## src/hdl/zzr_pkg.sv

```systemverilog
`timescale 1ns / 1ps

package zzr_pkg;

  localparam int unsigned COEFF_BITS = 16;
  localparam int unsigned BLOCK_SIZE = 64;
  localparam int unsigned IDX_W      = $clog2(BLOCK_SIZE);
  // Two banks: one fills while the other drains.
  localparam int unsigned RAM_DEPTH  = 2 * BLOCK_SIZE;
  localparam int unsigned RAM_ADDR_W = $clog2(RAM_DEPTH);

  localparam logic [IDX_W-1:0] LAST_IDX = IDX_W'(BLOCK_SIZE - 1);

  // Raster position of each zigzag position.
  localparam logic [IDX_W-1:0] SCAN_ORDER [BLOCK_SIZE] = '{
    6'd0,  6'd1,  6'd8,  6'd16, 6'd9,  6'd2,  6'd3,  6'd10,
    6'd17, 6'd24, 6'd32, 6'd25, 6'd18, 6'd11, 6'd4,  6'd5,
    6'd12, 6'd19, 6'd26, 6'd33, 6'd40, 6'd48, 6'd41, 6'd34,
    6'd27, 6'd20, 6'd13, 6'd6,  6'd7,  6'd14, 6'd21, 6'd28,
    6'd35, 6'd42, 6'd49, 6'd56, 6'd57, 6'd50, 6'd43, 6'd36,
    6'd29, 6'd22, 6'd15, 6'd23, 6'd30, 6'd37, 6'd44, 6'd51,
    6'd58, 6'd59, 6'd52, 6'd45, 6'd38, 6'd31, 6'd39, 6'd46,
    6'd53, 6'd60, 6'd61, 6'd54, 6'd47, 6'd55, 6'd62, 6'd63
  };

  typedef logic signed [COEFF_BITS-1:0] coeff_t;

  // Controller -> datapath
  typedef struct packed {
    logic wr;    // store the input word
    logic rd;    // issue one zigzag read
    logic swap;  // block complete: flip banks
  } zzr_cmd_t;

  // Datapath -> controller
  typedef struct packed {
    logic fill_last;  // next write is the 64th of the block
    logic rd_last;    // next read is the 64th of the drain
    logic out_free;   // output register can take a new word
  } zzr_status_t;

endpackage

```

## src/hdl/zzr_ifs.sv

```systemverilog
`timescale 1ns / 1ps

interface zzr_in_if;
  logic            valid;
  logic            ready;
  zzr_pkg::coeff_t coefficient;

  modport source (output valid, output coefficient, input ready);
  modport sink   (input valid, input coefficient, output ready);
endinterface

interface zzr_out_if;
  logic            valid;
  logic            ready;
  zzr_pkg::coeff_t zz_coefficient;
  logic            last_of_block;

  modport source (output valid, output zz_coefficient, output last_of_block, input ready);
  modport sink   (input valid, input zz_coefficient, input last_of_block, output ready);
endinterface

```

## src/hdl/zigzag_reorder_8x8_unit.sv

```systemverilog
`timescale 1ns / 1ps

// 8x8 zigzag reorder.
// Input channel coef_i: one signed coefficient per word, raster order
// (row by row, column by column), 64 words per block.
// Output channel zz_o: the same 64 coefficients in JPEG zigzag order;
// last_of_block is high on the 64th word of each block.
// Storage is one 128-entry RAM split in two banks: one bank fills while
// the other drains, so the next block loads during the current drain.
// Output start: after the 64th input word is taken, the controller enters
// drain and issues the first read, and the RAM read register loads that
// word; the rest follow one per cycle while zz_o.ready stays high, set by
// the single RAM read port. In sustained flow the word that completes a
// block waits (coef_i.ready low) for the last read of the previous drain,
// so the output also pauses between blocks.
// Receiver stall: the RAM read register holds the pending word and no new
// read is issued. Filling continues; only the word that would finish the
// next block waits (coef_i.ready low) until the current drain is done.
// Reset (rst_ni low, async): counters, bank select and output valid
// clear; RAM contents are not cleared and are never read before written.
module zigzag_reorder_8x8_unit (
  input logic      clk_i,
  input logic      rst_ni,
  zzr_in_if.sink   coef_i,
  zzr_out_if.source zz_o
);

  zzr_pkg::zzr_cmd_t    cmd;
  zzr_pkg::zzr_status_t status;
  logic                 in_ready;

  zzr_ctrl u_ctrl (
    .clk_i      (clk_i),
    .rst_ni     (rst_ni),
    .in_valid_i (coef_i.valid),
    .in_ready_o (in_ready),
    .status_i   (status),
    .cmd_o      (cmd)
  );

  zzr_datapath u_dp (
    .clk_i            (clk_i),
    .rst_ni           (rst_ni),
    .cmd_i            (cmd),
    .status_o         (status),
    .coefficient_i    (coef_i.coefficient),
    .zz_coefficient_o (zz_o.zz_coefficient),
    .last_of_block_o  (zz_o.last_of_block),
    .out_valid_o      (zz_o.valid),
    .out_ready_i      (zz_o.ready)
  );

  assign coef_i.ready = in_ready;

endmodule

```

## src/hdl/zzr_ram.sv

```systemverilog
`timescale 1ns / 1ps

// Simple dual-port RAM, one write and one read port, registered read.
// Read data holds while rd_en_i is low.
module zzr_ram #(
  parameter int unsigned WIDTH = 16,
  parameter int unsigned DEPTH = 128
) (
  input  logic                     clk_i,
  input  logic                     wr_en_i,
  input  logic [$clog2(DEPTH)-1:0] wr_addr_i,
  input  logic [WIDTH-1:0]         wr_data_i,
  input  logic                     rd_en_i,
  input  logic [$clog2(DEPTH)-1:0] rd_addr_i,
  output logic [WIDTH-1:0]         rd_data_o
);

  logic [WIDTH-1:0] mem_q [DEPTH];
  logic [WIDTH-1:0] rd_data_q;

  always_ff @(posedge clk_i) begin
    if (wr_en_i) begin
      mem_q[wr_addr_i] <= wr_data_i;
    end
    if (rd_en_i) begin
      rd_data_q <= mem_q[rd_addr_i];
    end
  end

  assign rd_data_o = rd_data_q;

endmodule

```

## src/hdl/zzr_datapath.sv

```systemverilog
`timescale 1ns / 1ps

module zzr_datapath (
  input  logic                 clk_i,
  input  logic                 rst_ni,
  input  zzr_pkg::zzr_cmd_t    cmd_i,
  output zzr_pkg::zzr_status_t status_o,
  input  zzr_pkg::coeff_t      coefficient_i,
  output zzr_pkg::coeff_t      zz_coefficient_o,
  output logic                 last_of_block_o,
  output logic                 out_valid_o,
  input  logic                 out_ready_i
);

  logic [zzr_pkg::IDX_W-1:0]      wr_cnt_q, wr_cnt_d;
  logic [zzr_pkg::IDX_W-1:0]      rd_cnt_q, rd_cnt_d;
  logic                           wbank_q, wbank_d;
  logic                           out_valid_q, out_valid_d;
  logic                           last_q, last_d;
  logic [zzr_pkg::RAM_ADDR_W-1:0] wr_addr, rd_addr;
  logic [zzr_pkg::COEFF_BITS-1:0] rd_data;

  // Write bank fills, the other bank drains.
  assign wr_addr = {wbank_q, wr_cnt_q};
  assign rd_addr = {~wbank_q, zzr_pkg::SCAN_ORDER[rd_cnt_q]};

  always_comb begin
    wr_cnt_d    = cmd_i.wr ? wr_cnt_q + 1'b1 : wr_cnt_q;
    rd_cnt_d    = cmd_i.rd ? rd_cnt_q + 1'b1 : rd_cnt_q;
    wbank_d     = cmd_i.swap ? ~wbank_q : wbank_q;
    last_d      = cmd_i.rd ? (rd_cnt_q == zzr_pkg::LAST_IDX) : last_q;
    out_valid_d = cmd_i.rd | (out_valid_q & ~out_ready_i);
  end

  always_ff @(posedge clk_i or negedge rst_ni) begin
    if (!rst_ni) begin
      wr_cnt_q    <= '0;
      rd_cnt_q    <= '0;
      wbank_q     <= 1'b0;
      out_valid_q <= 1'b0;
      last_q      <= 1'b0;
    end else begin
      wr_cnt_q    <= wr_cnt_d;
      rd_cnt_q    <= rd_cnt_d;
      wbank_q     <= wbank_d;
      out_valid_q <= out_valid_d;
      last_q      <= last_d;
    end
  end

  // RAM read register doubles as the output data register.
  zzr_ram #(
    .WIDTH (zzr_pkg::COEFF_BITS),
    .DEPTH (zzr_pkg::RAM_DEPTH)
  ) u_ram (
    .clk_i     (clk_i),
    .wr_en_i   (cmd_i.wr),
    .wr_addr_i (wr_addr),
    .wr_data_i (coefficient_i),
    .rd_en_i   (cmd_i.rd),
    .rd_addr_i (rd_addr),
    .rd_data_o (rd_data)
  );

  assign zz_coefficient_o   = rd_data;
  assign last_of_block_o    = last_q;
  assign out_valid_o        = out_valid_q;
  assign status_o.fill_last = (wr_cnt_q == zzr_pkg::LAST_IDX);
  assign status_o.rd_last   = (rd_cnt_q == zzr_pkg::LAST_IDX);
  assign status_o.out_free  = ~out_valid_q | out_ready_i;

endmodule

```

## src/hdl/zzr_ctrl.sv

```systemverilog
`timescale 1ns / 1ps

module zzr_ctrl (
  input  logic                 clk_i,
  input  logic                 rst_ni,
  input  logic                 in_valid_i,
  output logic                 in_ready_o,
  input  zzr_pkg::zzr_status_t status_i,
  output zzr_pkg::zzr_cmd_t    cmd_o
);

  localparam logic ST_IDLE  = 1'b0;
  localparam logic ST_DRAIN = 1'b1;

  logic state_q, state_d;
  logic accept;

  // Hold off the word that would finish a block while the other bank drains.
  assign in_ready_o = ~(status_i.fill_last & (state_q == ST_DRAIN));
  assign accept     = in_valid_i & in_ready_o;

  assign cmd_o.wr   = accept;
  assign cmd_o.swap = accept & status_i.fill_last;
  assign cmd_o.rd   = (state_q == ST_DRAIN) & status_i.out_free;

  always_comb begin
    state_d = state_q;
    unique case (state_q)
      ST_IDLE: begin
        if (cmd_o.swap) begin
          state_d = ST_DRAIN;
        end
      end
      ST_DRAIN: begin
        if (cmd_o.rd && status_i.rd_last) begin
          state_d = ST_IDLE;
        end
      end
      default: state_d = ST_IDLE;
    endcase
  end

  always_ff @(posedge clk_i or negedge rst_ni) begin
    if (!rst_ni) begin
      state_q <= ST_IDLE;
    end else begin
      state_q <= state_d;
    end
  end

  a_rd_only_drain: assert property (@(posedge clk_i) disable iff (!rst_ni)
    cmd_o.rd |-> state_q == ST_DRAIN)
    else $error("zigzag read issued outside drain");

  a_swap_only_idle: assert property (@(posedge clk_i) disable iff (!rst_ni)
    cmd_o.swap |-> state_q == ST_IDLE)
    else $error("bank swap while previous block still draining");

  a_drain_ends: assert property (@(posedge clk_i) disable iff (!rst_ni)
    (state_q == ST_DRAIN && cmd_o.rd && status_i.rd_last) |=> state_q == ST_IDLE)
    else $error("drain did not end after 64th read");

  a_swap_starts_drain: assert property (@(posedge clk_i) disable iff (!rst_ni)
    cmd_o.swap |=> (state_q == ST_DRAIN && !status_i.fill_last))
    else $error("block completion did not start drain");

endmodule
```

## src/flat_wrapper.sv

```systemverilog
// flat-port wrapper written by rule: the top's interface ports become plain ports
module zigzag_reorder_8x8_unit_flat 
  (clk_i, rst_ni, coef_i_valid, coef_i_coefficient, coef_i_ready, zz_o_valid, zz_o_zz_coefficient, zz_o_last_of_block, zz_o_ready);
  zzr_in_if coef_i_i ();
  zzr_out_if zz_o_i ();
  input logic clk_i;
  input logic rst_ni;
  input wire logic [$bits(coef_i_i.valid)-1:0] coef_i_valid;
  input wire logic [$bits(coef_i_i.coefficient)-1:0] coef_i_coefficient;
  output wire logic [$bits(coef_i_i.ready)-1:0] coef_i_ready;
  output wire logic [$bits(zz_o_i.valid)-1:0] zz_o_valid;
  output wire logic [$bits(zz_o_i.zz_coefficient)-1:0] zz_o_zz_coefficient;
  output wire logic [$bits(zz_o_i.last_of_block)-1:0] zz_o_last_of_block;
  input wire logic [$bits(zz_o_i.ready)-1:0] zz_o_ready;
  assign coef_i_i.valid = coef_i_valid;
  assign coef_i_i.coefficient = coef_i_coefficient;
  assign coef_i_ready = coef_i_i.ready;
  assign zz_o_valid = zz_o_i.valid;
  assign zz_o_zz_coefficient = zz_o_i.zz_coefficient;
  assign zz_o_last_of_block = zz_o_i.last_of_block;
  assign zz_o_i.ready = zz_o_ready;
  zigzag_reorder_8x8_unit u_core (.clk_i(clk_i), .rst_ni(rst_ni), .coef_i(coef_i_i), .zz_o(zz_o_i));
endmodule
```

## config.mk

```make
export PLATFORM = sky130hd
export DESIGN_NAME = zigzag_reorder_8x8_unit_flat
export DESIGN_NICKNAME = d
export VERILOG_FILES = /design/src/hdl/zzr_pkg.sv /design/src/hdl/zzr_ifs.sv /design/src/hdl/zigzag_reorder_8x8_unit.sv /design/src/hdl/zzr_ram.sv /design/src/hdl/zzr_datapath.sv /design/src/hdl/zzr_ctrl.sv /design/src/flat_wrapper.sv
export SDC_FILE = /design/constraint.sdc
export NUM_CORES = 2
export LEC_CHECK = 0
export BUFFER_PORTS_ARGS = -buffer_cell sky130_fd_sc_hd__buf_2
export CORE_MARGIN = 2
export CORE_UTILIZATION = 25
export DETAILED_ROUTE_END_ITERATION = 10
export GPL_ROUTABILITY_DRIVEN = 1
export REMOVE_ABC_BUFFERS = 1
export SLEW_MARGIN = 20
export SYNTH_ARGS = -nofsm -noshare
export SYNTH_HDL_FRONTEND = slang
export SYNTH_HIERARCHICAL = 1
export SYNTH_SLANG_ARGS = --single-unit
```

## constraint.sdc

```tcl
create_clock -name clk_i -period 6.4 [get_ports clk_i]
set_clock_uncertainty 0.2 [all_clocks]
set_input_delay 0.32 -clock clk_i [delete_from_list [all_inputs] [get_ports clk_i]]
set_output_delay 0.32 -clock clk_i [all_outputs]
set_load 0.01 [all_outputs]
```

==> flow_metrics.tcl <==
set metrics [dict create \
    syn2layout_area_growth_pct 17.44 \
    synth_area_leaders "edfxtp_1 77%, mux4_2 19%, nor2_1 0.64%, dfrtp_1 0.50%, clkbuf_1 0.40%" \
    finalPower_mw 38.49 \
    pin_count 39 \
    r2r-start "u_core/u_dp/rd_cnt_q[0]" \
    tightest_slew_ns 1.076 \
    p_sw_mw 10.90 \
    ys_seq_elements 2080 \
    cts_setup_buffers 0 \
    clkPwrFrac_pct 31.5 \
    cap_violations 0 \
    core-area_um2 318600 \
    p_comb_share_pct 28.2 \
    hp-start "zz_o_ready" \
    avgSynthCellArea_um2 24.65 \
    min_to "u_core/u_dp/out_valid_o" \
    vdd_drop_max_mv 0.3117 \
    post-route-period-util_pct 89.13 \
    grt_pass1_wl_um 283000 \
    cts.sinks 2080 \
    ys_warn_count 6 \
    synth.most_common_cell "edfxtp_1" \
    nets 3584 \
    p_int_mw 27.58 \
    wl_um 198700 \
    grt_antenna_before_repair 25 \
    startpoint "u_core/u_dp/rd_cnt_q[0]" \
    cts_root_buf "clkbuf_16" \
    dp.cells 7500 \
    clkTransAtPathRegs_ns 0.06 \
    use_met1_pct 16.07 \
    sw_frac_of_total_pct 28.33 \
    gr-usage-met3_pct 2.421 \
    cp_max_fo 32 \
    detailed_place_hpwl_um 113800 \
    stdcell_count 7921 \
    drt_iter0_markers 4170 \
    cp.depth 13 \
    worstReg2RegEnd "u_core/u_dp/u_ram/rd_data_o[2]" \
    maxSlewHeadroom_pct 28.12 \
    r2r_cells 13 \
    hold_ws_ns 0.1628 \
    synthFlopType "edfxtp_1" \
    slew_viol_final 0 \
    hold_class "in2reg" \
    hold_depth 4 \
    synth_top_area_share_pct 77.35 \
    cts_tree "yes" \
    synth_cell_type_count 44 \
    vias 36410 \
    max_freq_mhz 175.3 \
    period_minus_slack_ns 5.704 \
    worst_setup_path_start_kind "flop" \
    yosysSeqAreaShare_pct 77.85 \
    dieArea_um2 325000 \
    grt_max_degree 96 \
    dp_slack_ns 0.7671 \
    setup_viol 0 \
    rsz0062_at_grt "false" \
    synth_commonest_cells "2064 x edfxtp_1, 675 x mux4_2, 136 x nor2_1" \
    ant_nets 0 \
    synthesis.area_um2 80130 \
    drtPass1Iterations 7 \
    status "finished, final reports clean" \
    synth_edf_count 2064 \
    path_buf_inv 4 \
    netlist_instances 3250 \
    setup_slack_ns 0.6958 \
    crit_arrival_ns 6.08 \
    cts_buffer_depth 3 \
    crit_family "multiplexers" \
    vias_per_cell 4.597 \
    place.gp.congestion 0.7638 \
    powerDensity_nw_per_um2 409.0 \
    drive_above_1_share_pct 35.60 \
    drc 0 \
    grt-ovfl-total 0 \
    first_global_vias 37418 \
    die_y_um 570.1 \
    track_usage_pct 12.09 \
    p_leak_nw 28.17 \
    cp_slowest_stage_delay_ns 0.78 \
    clk_latency_ns 0.86 \
    grt_util_met2_pct 20.34 \
    final_hold_viol_count 0 \
    cp_cell_sequence "inv_1, ha_1, nor2b_2, a21oi_1, a2111oi_0, a311oi_4, buf_12, buf_12, buf_12, mux4_2, mux4_2, mux4_2, mux2_2" \
    pwr-share-seq_pct 40.4 \
    end_kind "flop" \
    cts_buffers 206 \
    wl_per_cell_um 25.08 \
    start_util_pct 25.15 \
    yosys.area.top_type "edfxtp_1" \
    slowest_stage "a2111oi_0" \
    rows 207 \
    die_x_um 570.1 \
    port_buffers 38 \
    synth-async-reset-ratio_pct 0.7692 \
    worstPathRequired_ns 6.78 \
    r2r_slack_ns 0.70 \
    grt_busiest_layer "met2" \
    worstSetupPathType "reg2reg" \
    htree_levels 4 \
]
[routing by layer]
| layer | wire (µm) | vias to the layer above |
|---|---|---|
| met1 | 81590 | 20190 |
| met3 | 14730 | 231 |
| li1 | - | 14708 |
| met4 | 3473 | 4 |
| met2 | 98880 | 1277 |
| met5 | 27 | - |
[power groups by stage]
stage	Clock, mW	Combinational (mW)	Sequential (mW)
finish	12.1	10.8	15.5
global route	12.9	11.5	15.6
CTS	12.4	11.0	15.5
detailed placement	0	11.0	15.8
global placement	0	11.0	15.8
floorplan	0	4.68	15.7
[worst min-delay path, delay by kind of cell]
family | cells | cell delay [ns]
simple gates | 2 | 0.19
buf+inv | 2 | 0.65
[layout by cell type, fill, tap and decap left out, types with 7 or more instances in the layout]
master,instances
nor2_2,76
nand2b_1,10
buf_4,200
diode_2,16
nor2_1,54
mux2_2,18
clkinv_16,7
mux4_2,673
clkinv_1,55
nand2_1,26
a21oi_1,7
nor3_2,9
ha_1,15
bufinv_16,25
clkinv_2,29
dlygate4sd3_1,20
clkbuf_16,206
o21ai_0,9
buf_12,26
clkbuf_1,46
edfxtp_1,2064
nor2b_1,7
dfrtp_1,16
inv_1,7
nand3_1,20
buf_2,22
[per-stage QoR]
step | area [µm²] | util, % | setup TNS [ns]
global placement | 86980 | 27.30 | 0
detailed placement | 87010 | 27.31 | 0
global route | 94090 | 29.53 | 0
floorplan | 79350 | - | -1162.27
finish | 94100 | 29.54 | 0
CTS | 94060 | 29.52 | 0
[logic make-up after synthesis]
kind of cell | Yosys count | share of synthesized area, %
AOI/OAI and AO/OA | 40 | 0.3264
xor gates and xnor gates | 10 | 0.1093
adders and majority gates | 15 | 0.2342
buffers and inverters | 185 | 1.009
DFF | 2080 | 77.85
muxes | 696 | 19.26
and+or+nand+nor | 224 | 1.206
[how the worst max path moves through the flow]
stage	endpoint	slack (ns)
floorplan	u_core/u_dp/u_ram/rd_data_o[0]	-72.64
global placement	u_core/u_dp/u_ram/rd_data_o[2]	0.62
finish	u_core/u_dp/u_ram/rd_data_o[2]	0.70
CTS	u_core/u_dp/u_ram/rd_data_o[2]	0.71
global route	u_core/u_dp/u_ram/rd_data_o[2]	0.48
detailed placement	u_core/u_dp/u_ram/rd_data_o[2]	0.77
[state kept, by name, indices dropped and copies added, names as in the netlist]
signal                       cells
u_core/u_dp/wr_cnt_q             6
u_core/u_ctrl/state_q            1
u_core/u_dp/out_valid_o          1
u_core/u_dp/rd_cnt_q             6
u_core/u_dp/last_of_block_o      1
u_core/u_dp/u_ram/mem_q       2048
u_core/u_dp/wbank_q              1
u_core/u_dp/u_ram/rd_data_o     16
[what timing repair did]
| action | CTS | global route |
|---|---|---|
| setup endpoints to repair | 0 | 0 |
| hold endpoints to repair | 914 | 0 |
| hold buffers | 21 | 0 |
| resized for setup | 0 | 0 |
[cell type report]
| type | instances | area [µm²] |
|---|---|---|
| sequential | 2080 | 62380 |
| multi-input combinational | 985 | 17260 |
| timing repair buffer | 268 | 2332 |
| clock buffer | 252 | 5328 |
| inverter | 8 | 30.03 |
| clock inverter | 132 | 1498 |
| fill | 30479 | 224500 |
| antenna | 16 | 40.04 |
| tap | 4180 | 5230 |
(Power assumes the default switching activity.)
